File: config.mk
export PLATFORM = sky130hd
export DESIGN_NAME = rau_fifo
export DESIGN_NICKNAME = d
export VERILOG_FILES = /design/src/sv/assert_macros.svh /design/src/sv/rau_pkg.sv /design/src/sv/rau_fifo.sv
export SDC_FILE = /design/constraint.sdc
export NUM_CORES = 1
export LEC_CHECK = 0
export ABC_AREA = 1
export BUFFER_PORTS_ARGS = -buffer_cell sky130_fd_sc_hd__buf_2
export CORE_MARGIN = 5
export CORE_UTILIZATION = 52
export DETAILED_ROUTE_END_ITERATION = 16
export PLACE_DENSITY = 0.89
export SLEW_MARGIN = 10
export SYNTH_ARGS = -nofsm -noshare
export SYNTH_HDL_FRONTEND = slang
export SYNTH_SLANG_ARGS = --single-unit
File: constraint.sdc
create_clock -name i_clk -period 11.01 [get_ports i_clk]
set_input_delay 2.202 -clock i_clk [delete_from_list [all_inputs] [get_ports i_clk]]
set_output_delay 2.202 -clock i_clk [all_outputs]
set_load 0.01 [all_outputs]
File: src/sv/assert_macros.svh
// assertion macros used by the back end
`ifndef ASSERT_MACROS_SVH
`define ASSERT_MACROS_SVH

// concurrent check sampled on the rising clock edge, muted in reset
`define RAU_ASSERT(lbl, prop) \
    lbl: assert property (@(posedge i_clk) disable iff (!i_rst_n) prop) \
        else $error("rau assertion failed");

// check that an implication holds in the cycle after the antecedent
`define RAU_ASSERT_NEXT(lbl, ante, cons) \
    lbl: assert property (@(posedge i_clk) disable iff (!i_rst_n) (ante) |=> (cons)) \
        else $error("rau assertion failed");

`endif

File: src/sv/rau_pkg.sv
// types and codes of the rational arithmetic unit
`default_nettype none
package rau_pkg;
    localparam int MAG_W = 32;

    localparam logic [2:0] OP_NORM = 3'd0;
    localparam logic [2:0] OP_ADD  = 3'd1;
    localparam logic [2:0] OP_SUB  = 3'd2;
    localparam logic [2:0] OP_MUL  = 3'd3;
    localparam logic [2:0] OP_DIV  = 3'd4;
    localparam logic [2:0] OP_CMP  = 3'd5;
    localparam logic [2:0] OP_NEG  = 3'd6;
    localparam logic [2:0] OP_ABS  = 3'd7;

    localparam logic [1:0] ST_OK   = 2'd0;
    localparam logic [1:0] ST_ZERO = 2'd1;
    localparam logic [1:0] ST_WIDE = 2'd2;

    typedef struct packed {
        logic [2:0]       op;
        logic             err;
        logic             a_neg;
        logic [MAG_W-1:0] a_mag;
        logic [MAG_W-1:0] a_den;
        logic             b_neg;
        logic [MAG_W-1:0] b_mag;
        logic [MAG_W-1:0] b_den;
    } t_job;
endpackage
`default_nettype wire

File: src/sv/rau_fifo.sv
// two-entry job queue between front and back end
`default_nettype none
module rau_fifo import rau_pkg::*; (
    input  wire  i_clk,
    input  wire  i_rst_n,
    input  wire  i_push,
    input  t_job i_job,
    input  wire  i_pop,
    output logic o_full,
    output logic o_valid,
    output t_job o_job
);
    t_job       r_mem [2];
    logic       r_wp, r_rp;
    logic [1:0] r_cnt;

    always_ff @(posedge i_clk) begin
        if (!i_rst_n) begin
            r_wp  <= 1'b0;
            r_rp  <= 1'b0;
            r_cnt <= 2'd0;
        end else begin
            if (i_push) r_wp <= !r_wp;
            if (i_pop)  r_rp <= !r_rp;
            r_cnt <= r_cnt + 2'(i_push) - 2'(i_pop);
        end
    end

    always_ff @(posedge i_clk) begin
        if (i_push) r_mem[r_wp] <= i_job;
    end

    assign o_full  = r_cnt == 2'd2;
    assign o_valid = r_cnt != 2'd0;
    assign o_job   = r_mem[r_rp];
endmodule
`default_nettype wire

==> results.json <==
{
  "synth-seq-area-share_pct": 80.41,
  "grt_pass1_vias": 5526,
  "hold_end": "r_rp",
  "grt_max_degree": 79,
  "nets": 881,
  "ir_worst_vdd_v": 0.0001390,
  "max_slew.worst_pin.slew_ns": 1.077,
  "core_region_area_um2": 19330,
  "cts_setup_buffers": 0,
  "area_growth_pct": 24.26,
  "power.density_nw_per_um2": 182.5,
  "netlist.top_cell.by_area": "edfxtp_1",
  "period_minus_slack_ns": 5.281,
  "drive_gt1_share_pct": 59.18,
  "max_cap_violations": 0,
  "finalNonFillerCells": 1025,
  "cp-start-kind": "register",
  "cts_buffer_depth": 3,
  "finalSetupViolCount": 0,
  "r2r-start": "r_wp",
  "layout_common_cells": "273 x buf_2, 268 x edfxtp_1, 74 x mux2_2",
  "path_buf_inv": 2,
  "leakage_nw": 4.885,
  "ys_warn_count": 0,
  "path_class": "reg2out",
  "clk_transition_reported_paths_ns": 0.06,
  "rsz0062_at_grt": "false",
  "grt_usage_pct": 16.83,
  "synthSimpleGateAreaFrac_pct": 0.6792,
  "drv_slew": 0,
  "dp.cells": 977,
  "outcome": "complete, no violations",
  "synth_compound_area_share_pct": 0.04939,
  "numCtsBuffers": 27,
  "rr_worst_depth": 3,
  "synth_nets": 590,
  "yosys-top-cells-area": "edfxtp_1 79%, mux2_4 8.9%, mux2_2 8.2%",
  "maxSlewHeadroom_pct": 28.17,
  "hpwl_um": 13240,
  "end_kind": "primary output",
  "setup_tns_ns": 0,
  "vias": 5138,
  "clock-root-buffer": "clkbuf_16",
  "die_y_um": 149.6,
  "gp_congestion": 0.7604,
  "antenna_found_initial": 5,
  "post_cts_resized": 0,
  "cp.arrival_ns": 3.08,
  "critPathMaxStageDelay_ns": 0.99,
  "cts_max_level": 1,
  "hp-class": "reg2reg",
  "syn_avg_cell_area_um2": 22.52,
  "critPathTopFamily": "buffers and inverters",
  "period_share_pct": 47.96,
  "ys_types": 12,
  "synth_xor_area_share_pct": 0,
  "via_per_inst": 5.013,
  "drt_first_iter_violations": 225,
  "drt-pass1-iter-count": 4,
  "required_ns": 8.81,
  "timing.rr.end": "r_mem[1][77]",
  "crit_slowest_cell": "dfxtp_4",
  "grt_pass1_wl_um": 29320,
  "dieArea_um2": 22380,
  "placement_rows": 51,
  "final_common_cell": "buf_2",
  "synth_top_family_by_area": "multiplexers",
  "reg2reg_slack_ns": 8.73,
  "syn_area_um2": 10130,
  "syn_inst": 450,
  "synth_top_area_share_pct": 79.43,
  "ys_ff_latch": 273,
  "clock-sinks": 273,
  "max_freq_mhz": 189.4,
  "hp-start": "r_rp",
  "final_hold_viol_count": 0,
  "worstSkewPairLatency_ns": 0.52,
  "ios": 274,
  "port_buffers": 273,
  "muxShareOfSynthArea_pct": 17.12,
  "worstHoldPathCells": 2,
  "synth-adder-area-share_pct": 0.2470,
  "wl_per_cell_um": 19.00,
  "ant_nets": 0,
  "start_util_pct": 52.40,
  "overflow": 0,
  "fin_worst_skew_ns": 0.007683,
  "cts_tree": "done",
  "drc": 0,
  "wl_um": 19480,
  "die_w_um": 149.6,
  "path_cells": "buf_4, mux2_2, buf_2",
  "worstPathMaxFanout": 73,
  "holdBufCountCts": 0
}
flip-flops by register name, indices dropped and copies added, names as in the netlist, named ones only:
signal / cells
r_wp: 1
r_rp: 1
r_mem: 268
r_cnt: 2
cell usage after synthesis:
library cell  count
a21oi_1           1
buf_2             7
buf_6             8
dfxtp_1           5
edfxtp_1        268
ha_1              2
inv_1             7
mux2_2           74
mux2_4           60
nand2_1           9
nand3_1           1
nor2_1            8
worst max path at each step:
stage,endpoint,slack (ns),cells past startpoint
after floorplan,r_mem[0][0],2.53,2
after global placement,o_job[1],6.20,3
after detailed placement,o_job[0],6.18,3
after CTS,o_job[0],5.63,3
after global routing,o_job[2],5.51,3
final,o_job[0],5.73,3
routing by layer:
layer | global-route usage, % | up-vias | share of wire [%]
li1 | - | 2359 | -
met1 | 19.96 | 2487 | 36
met2 | 29.43 | 235 | 51
met3 | 5.179 | 53 | 9.8
met4 | 5.492 | 4 | 3.0
met5 | 0 | - | 0.13
cells by family (layout without fill, tap and decap cells):
group,count (synthesis),count (layout)
flops,273,273
mux,134,134
buf+inv,22,329
simple gates,18,18
fa+ha+maj,2,2
compound gates,1,1
other cells,0,3
layout make-up:
type	instances	area, um2
well taps	265	331.6
clock inverters	8	88.84
fillers	1292	6744
clock buffers	37	743.2
flip-flops and latches	273	8152
diodes	3	7.507
repair buffers	277	1396
multi-input cells	155	1841
inverters	7	31.28
per-stage QoR:
stage	hold WS [ns]	util [%]	setup WS [ns]	instance area [um2]	power [mW]
after global routing	0.5236	65.12	5.511	12590	2.393
after floorplan	0.4635	-	2.531	10130	1.375
after detailed placement	0.4884	60.78	6.176	11750	1.466
after global placement	0.4738	60.78	6.204	11750	1.454
final	0.5064	65.12	5.729	12590	2.297
after CTS	0.5109	65.08	5.635	12580	2.325
tightest hold or removal path, delay by kind of cell, from the launching register on:
family           cells  cell delay, ns
flip-flops           1            0.33
AND/OR/NAND/NOR      2            0.14
power breakdown:
| part | switching [mW] | internal (mW) |
|---|---|---|
| Sequential | 0.0213 | 1.21 |
| Combinational | 0.108 | 0.107 |
| Clock | 0.343 | 0.513 |
| Total | 0.472 | 1.82 |
Power figures use the tool's default switching activity.
