--- config.mk ---
export PLATFORM = sky130hd
export DESIGN_NAME = rau_front_flat
export DESIGN_NICKNAME = d
export VERILOG_FILES = /design/src/sv/assert_macros.svh /design/src/sv/rau_pkg.sv /design/src/sv/rau_if.sv /design/src/sv/rau_front.sv /design/src/flat_wrapper.sv
export SDC_FILE = /design/constraint.sdc
export NUM_CORES = 1
export LEC_CHECK = 0
export BUFFER_PORTS_ARGS = -buffer_cell sky130_fd_sc_hd__buf_4
export CAP_MARGIN = 40
export CORE_AREA = 2 2 104 106
export DETAILED_ROUTE_END_ITERATION = 16
export DIE_AREA = 0 0 106 108
export GPL_TIMING_DRIVEN = 0
export MAX_ROUTING_LAYER = met4
export PLACE_DENSITY = 0.65
export REMOVE_ABC_BUFFERS = 1
export SYNTH_ARGS = -nofsm -noshare
export SYNTH_HDL_FRONTEND = slang
export SYNTH_SLANG_ARGS = --single-unit
export TNS_END_PERCENT = 30
--- constraint.sdc ---
create_clock -name vclk -period 2.59
set_input_delay 0 -clock vclk [all_inputs]
set_output_delay 0 -clock vclk [all_outputs]
set_load 0.1 [all_outputs]
--- src/sv/assert_macros.svh ---
// assertion macros used by the back end
`ifndef ASSERT_MACROS_SVH
`define ASSERT_MACROS_SVH

// concurrent check sampled on the rising clock edge, muted in reset
`define RAU_ASSERT(lbl, prop) \
    lbl: assert property (@(posedge i_clk) disable iff (!i_rst_n) prop) \
        else $error("rau assertion failed");

// check that an implication holds in the cycle after the antecedent
`define RAU_ASSERT_NEXT(lbl, ante, cons) \
    lbl: assert property (@(posedge i_clk) disable iff (!i_rst_n) (ante) |=> (cons)) \
        else $error("rau assertion failed");

`endif

--- src/sv/rau_pkg.sv ---
// types and codes of the rational arithmetic unit
`default_nettype none
package rau_pkg;
    localparam int MAG_W = 32;

    localparam logic [2:0] OP_NORM = 3'd0;
    localparam logic [2:0] OP_ADD  = 3'd1;
    localparam logic [2:0] OP_SUB  = 3'd2;
    localparam logic [2:0] OP_MUL  = 3'd3;
    localparam logic [2:0] OP_DIV  = 3'd4;
    localparam logic [2:0] OP_CMP  = 3'd5;
    localparam logic [2:0] OP_NEG  = 3'd6;
    localparam logic [2:0] OP_ABS  = 3'd7;

    localparam logic [1:0] ST_OK   = 2'd0;
    localparam logic [1:0] ST_ZERO = 2'd1;
    localparam logic [1:0] ST_WIDE = 2'd2;

    typedef struct packed {
        logic [2:0]       op;
        logic             err;
        logic             a_neg;
        logic [MAG_W-1:0] a_mag;
        logic [MAG_W-1:0] a_den;
        logic             b_neg;
        logic [MAG_W-1:0] b_mag;
        logic [MAG_W-1:0] b_den;
    } t_job;
endpackage
`default_nettype wire

--- src/sv/rau_if.sv ---
// handshake interfaces of the input and result channels
`default_nettype none
interface rau_in_if;
    logic        valid;
    logic        ready;
    logic [2:0]  operation;
    logic signed [31:0] a_num;
    logic signed [31:0] a_den;
    logic signed [31:0] b_num;
    logic signed [31:0] b_den;
    modport source (output valid, operation, a_num, a_den, b_num, b_den, input ready);
    modport sink (input valid, operation, a_num, a_den, b_num, b_den, output ready);
endinterface

`default_nettype wire

--- src/sv/rau_front.sv ---
// front end: accepts transactions and classifies operands
`default_nettype none
module rau_front import rau_pkg::*; #(
    parameter int OPERAND_BITS = 32
) (
    rau_in_if.sink   i_in,
    input  wire      i_full,
    output logic     o_push,
    output t_job     o_job
);
    function automatic logic [MAG_W:0] sext(input logic [31:0] v);
        logic [OPERAND_BITS-1:0] f;
        f = v[OPERAND_BITS-1:0];
        return {{(MAG_W+1-OPERAND_BITS){f[OPERAND_BITS-1]}}, f};
    endfunction

    logic [MAG_W:0] an, ad, bn, bd;
    logic [MAG_W:0] an_m, ad_m, bn_m, bd_m;
    logic           uses_b;

    always_comb begin
        an = sext(i_in.a_num);
        ad = sext(i_in.a_den);
        bn = sext(i_in.b_num);
        bd = sext(i_in.b_den);
        an_m = an[MAG_W] ? ((MAG_W+1)'(0) - an) : an;
        ad_m = ad[MAG_W] ? ((MAG_W+1)'(0) - ad) : ad;
        bn_m = bn[MAG_W] ? ((MAG_W+1)'(0) - bn) : bn;
        bd_m = bd[MAG_W] ? ((MAG_W+1)'(0) - bd) : bd;
        uses_b = (i_in.operation >= OP_ADD) && (i_in.operation <= OP_CMP);
        o_job.op    = i_in.operation;
        o_job.err   = (ad == '0) || (uses_b && bd == '0)
                    || (i_in.operation == OP_DIV && bn == '0);
        o_job.a_neg = an[MAG_W] ^ ad[MAG_W];
        o_job.a_mag = an_m[MAG_W-1:0];
        o_job.a_den = ad_m[MAG_W-1:0];
        // b is not used by single-operand operations
        o_job.b_neg = uses_b & (bn[MAG_W] ^ bd[MAG_W]);
        o_job.b_mag = uses_b ? bn_m[MAG_W-1:0] : '0;
        o_job.b_den = uses_b ? bd_m[MAG_W-1:0] : MAG_W'(1);
    end

    assign i_in.ready = !i_full;
    assign o_push     = i_in.valid && !i_full;
endmodule
`default_nettype wire

--- src/flat_wrapper.sv ---
// flat-port wrapper written by rule: the top's interface ports become plain ports
module rau_front_flat import rau_pkg::*;
#(
    parameter int OPERAND_BITS = 32
)
  (i_full, o_push, o_job, i_in_valid, i_in_operation, i_in_a_num, i_in_a_den, i_in_b_num, i_in_b_den, i_in_ready);
  rau_in_if i_in_i ();
  input  wire i_full;
  output logic o_push;
  output t_job o_job;
  input wire logic [$bits(i_in_i.valid)-1:0] i_in_valid;
  input wire logic [$bits(i_in_i.operation)-1:0] i_in_operation;
  input wire logic [$bits(i_in_i.a_num)-1:0] i_in_a_num;
  input wire logic [$bits(i_in_i.a_den)-1:0] i_in_a_den;
  input wire logic [$bits(i_in_i.b_num)-1:0] i_in_b_num;
  input wire logic [$bits(i_in_i.b_den)-1:0] i_in_b_den;
  output wire logic [$bits(i_in_i.ready)-1:0] i_in_ready;
  assign i_in_i.valid = i_in_valid;
  assign i_in_i.operation = i_in_operation;
  assign i_in_i.a_num = i_in_a_num;
  assign i_in_i.a_den = i_in_a_den;
  assign i_in_i.b_num = i_in_b_num;
  assign i_in_i.b_den = i_in_b_den;
  assign i_in_ready = i_in_i.ready;
  rau_front #(.OPERAND_BITS(OPERAND_BITS)) u_core (.i_in(i_in_i), .i_full(i_full), .o_push(o_push), .o_job(o_job));
endmodule
==> metrics.csv <==
metric;value;unit
status;completed;
dieArea;11450;um^2
finalCritPeriodShare;87.87;%
first_iter_violations;211;
crit_slowest_cell;nand4_1;
rsz0062_at_grt;false;
dp_cells;848;
criticalPathCategory;in -> out;
synth-seq-area-share;0;%
crit_top_cell;buf_4;
final.fill_count;1040;
grt_pass1_wl;18.66;mm
synthAdderAreaFrac;1.597;%
worstPathArrival;2.28;ns
place_congestion;0.8899;
start_util;30.62;%
fp.dieW;106;um
finalWorstSetupSlack;0.3143;ns
cp.required;2.59;ns
hold_ws;0.3336;ns
nClkBuffers;0;
instances_no_fill;848;
die_y;108;um
drt.antenna.violating_nets;0;
port_buffers;269;
routed-via-count;4308;
cts_setup_buffers;0;
cp_max_fo;11;
flops_and_latches;0;
syn_avg_cell_area;6.680;um^2
crit_family;simple AND/OR/NAND/NOR gates;
cts_resized;0;
crit_chain;buf_4 > nor4_2 > nand4_1 > o41ai_2 > xor2_1 > nor2_1 > buf_4;
total_power;2.536;mW
maxSlewViolCount;0;
route.detailed.drc;0;
slew_headroom;50.74;%
grt_max_degree;44;
muxShareOfSynthArea;0.6390;%
netlist_instances;469;
vias_per_cell;5.080;
path_buf_inv;2;
min_path_type;in -> out;
cts_hold_buf;0;
finalSetupViolCount;0;
syn-cell-area;3133;um^2
synth_cell_type_count;41;
synthSimpleGateAreaFrac;34.50;%
top_level_ports;269;
finalHoldViolations;0;
seq_area;0;um^2
grt_use_met3;2.592;%
worst_pin_slew;0.7322;ns
worst_setup_path_end_kind;primary output;
post_drt_wl_per_cell;14.29;um
nNetsFinal;851;
drive_above_1_share;40.87;%
critPathLaunchType;input port;
p_per_area;486.3;nW/um^2
grt_usage;19.45;%
first_pass_iters;4;
antennaDiodeCount;0;
finalSetupTns;0;ns
grt.met1_usage;23.56;%
area_delta_synth_final;66.45;%
multi_input_area;2960;um^2
grt_busiest_layer;met2;
synth_top_family_by_area;simple AND/OR/NAND/NOR gates;
wirelength;12.12;mm
synth_compound_area_share;24.72;%
synth_warnings;0;
synth-xor-area-share;32.99;%
grt_pass1_vias;3882;
p_leak;2.276;nW
dp_hpwl;10.27;mm
antenna_found_initial;0;
gr-total-overflow;0;
peakVddDrop;0.2875;mV
drv_cap;0;
core-area;10230;um^2
fin_crit;2.276;ns
max_freq;439.4;MHz
slowest_delay;0.61;ns
dp_slack;0.3098;ns
met2_usage;36.18;%
rows;37;
-- where the power goes --
| part | leakage, nW | total (mW) | internal (mW) | switching (mW) |
|---|---|---|---|---|
| Sequential | 0 | 0 | 0 | 0 |
| Combinational | 2.28 | 2.54 | 0.568 | 1.97 |
| Clock | 0 | 0 | 0 | 0 |
| Total | 2.28 | 2.54 | 0.568 | 1.97 |
-- layer usage --
layer	wire length, um	vias up
li1	-	2176
met1	4955	1949
met2	6188	179
met3	911	4
met4	61	0
met5	0	-
-- path summary, 6_finish.rpt --
check          start         end  slack (ns)  cells past startpoint
max    i_in_b_den[4]   o_job[29]        0.31                      7
min           i_full  i_in_ready        0.33                      3
-- layout make-up --
class	instances	share of cell area (%)
multi-input combinational	430	56.77
timing repair buffer	270	39.11
tap	136	3.263
inverter	12	0.8637
-- cell usage in the layout, fill, tap and decap left out, types with 12 or more instances in the layout --
cell and instances:
buf_4 269, inv_1 12, nand2_1 39, nor2_1 76, o21ai_0 30, o31ai_1 33, o41ai_1 17, or3_1 17
xnor2_1 61, xor2_1 57
-- cells in the mapped netlist (2+ instances only) --
cell | count | area (um^2)
buf_1 | 5 | 18.77
buf_4 | 5 | 37.54
clkbuf_1 | 15 | 56.30
ha_1 | 4 | 50.05
inv_1 | 12 | 45.04
mux2i_1 | 2 | 20.02
nand2_1 | 39 | 146.4
nand2b_1 | 5 | 31.28
nand2b_4 | 2 | 27.53
nand3_1 | 5 | 25.02
nand4_1 | 7 | 43.79
nor2_1 | 76 | 285.3
nor2b_1 | 3 | 18.77
nor3_1 | 11 | 55.05
nor4_1 | 11 | 68.82
nor4_2 | 4 | 50.05
nor4b_1 | 4 | 35.03
o21ai_0 | 30 | 150.1
o21ai_1 | 8 | 40.04
o31ai_1 | 33 | 247.7
o31ai_4 | 4 | 85.08
o41ai_1 | 17 | 148.9
o41ai_2 | 5 | 81.33
or3_1 | 17 | 106.4
or3_4 | 2 | 22.52
or4_1 | 10 | 75.07
or4_4 | 3 | 33.78
xnor2_1 | 61 | 534.3
xor2_1 | 57 | 499.2
-- metrics by stage --
step	util (%)	area, um^2
after floorplan	-	3004
after global placement	50.76	5194
after detailed placement	50.97	5215
after CTS	50.97	5215
after global routing	50.97	5215
final	50.97	5215
-- kinds of logic (layout without fill, tap and decap cells) --
kind of cell | Yosys count | in the layout
simple gates | 206 | 206
fa+ha+maj | 4 | 4
buf+inv | 39 | 282
mux | 2 | 2
compound gates | 100 | 100
xor+xnor | 118 | 118
Note: power is estimated with default switching activity, not from simulation.
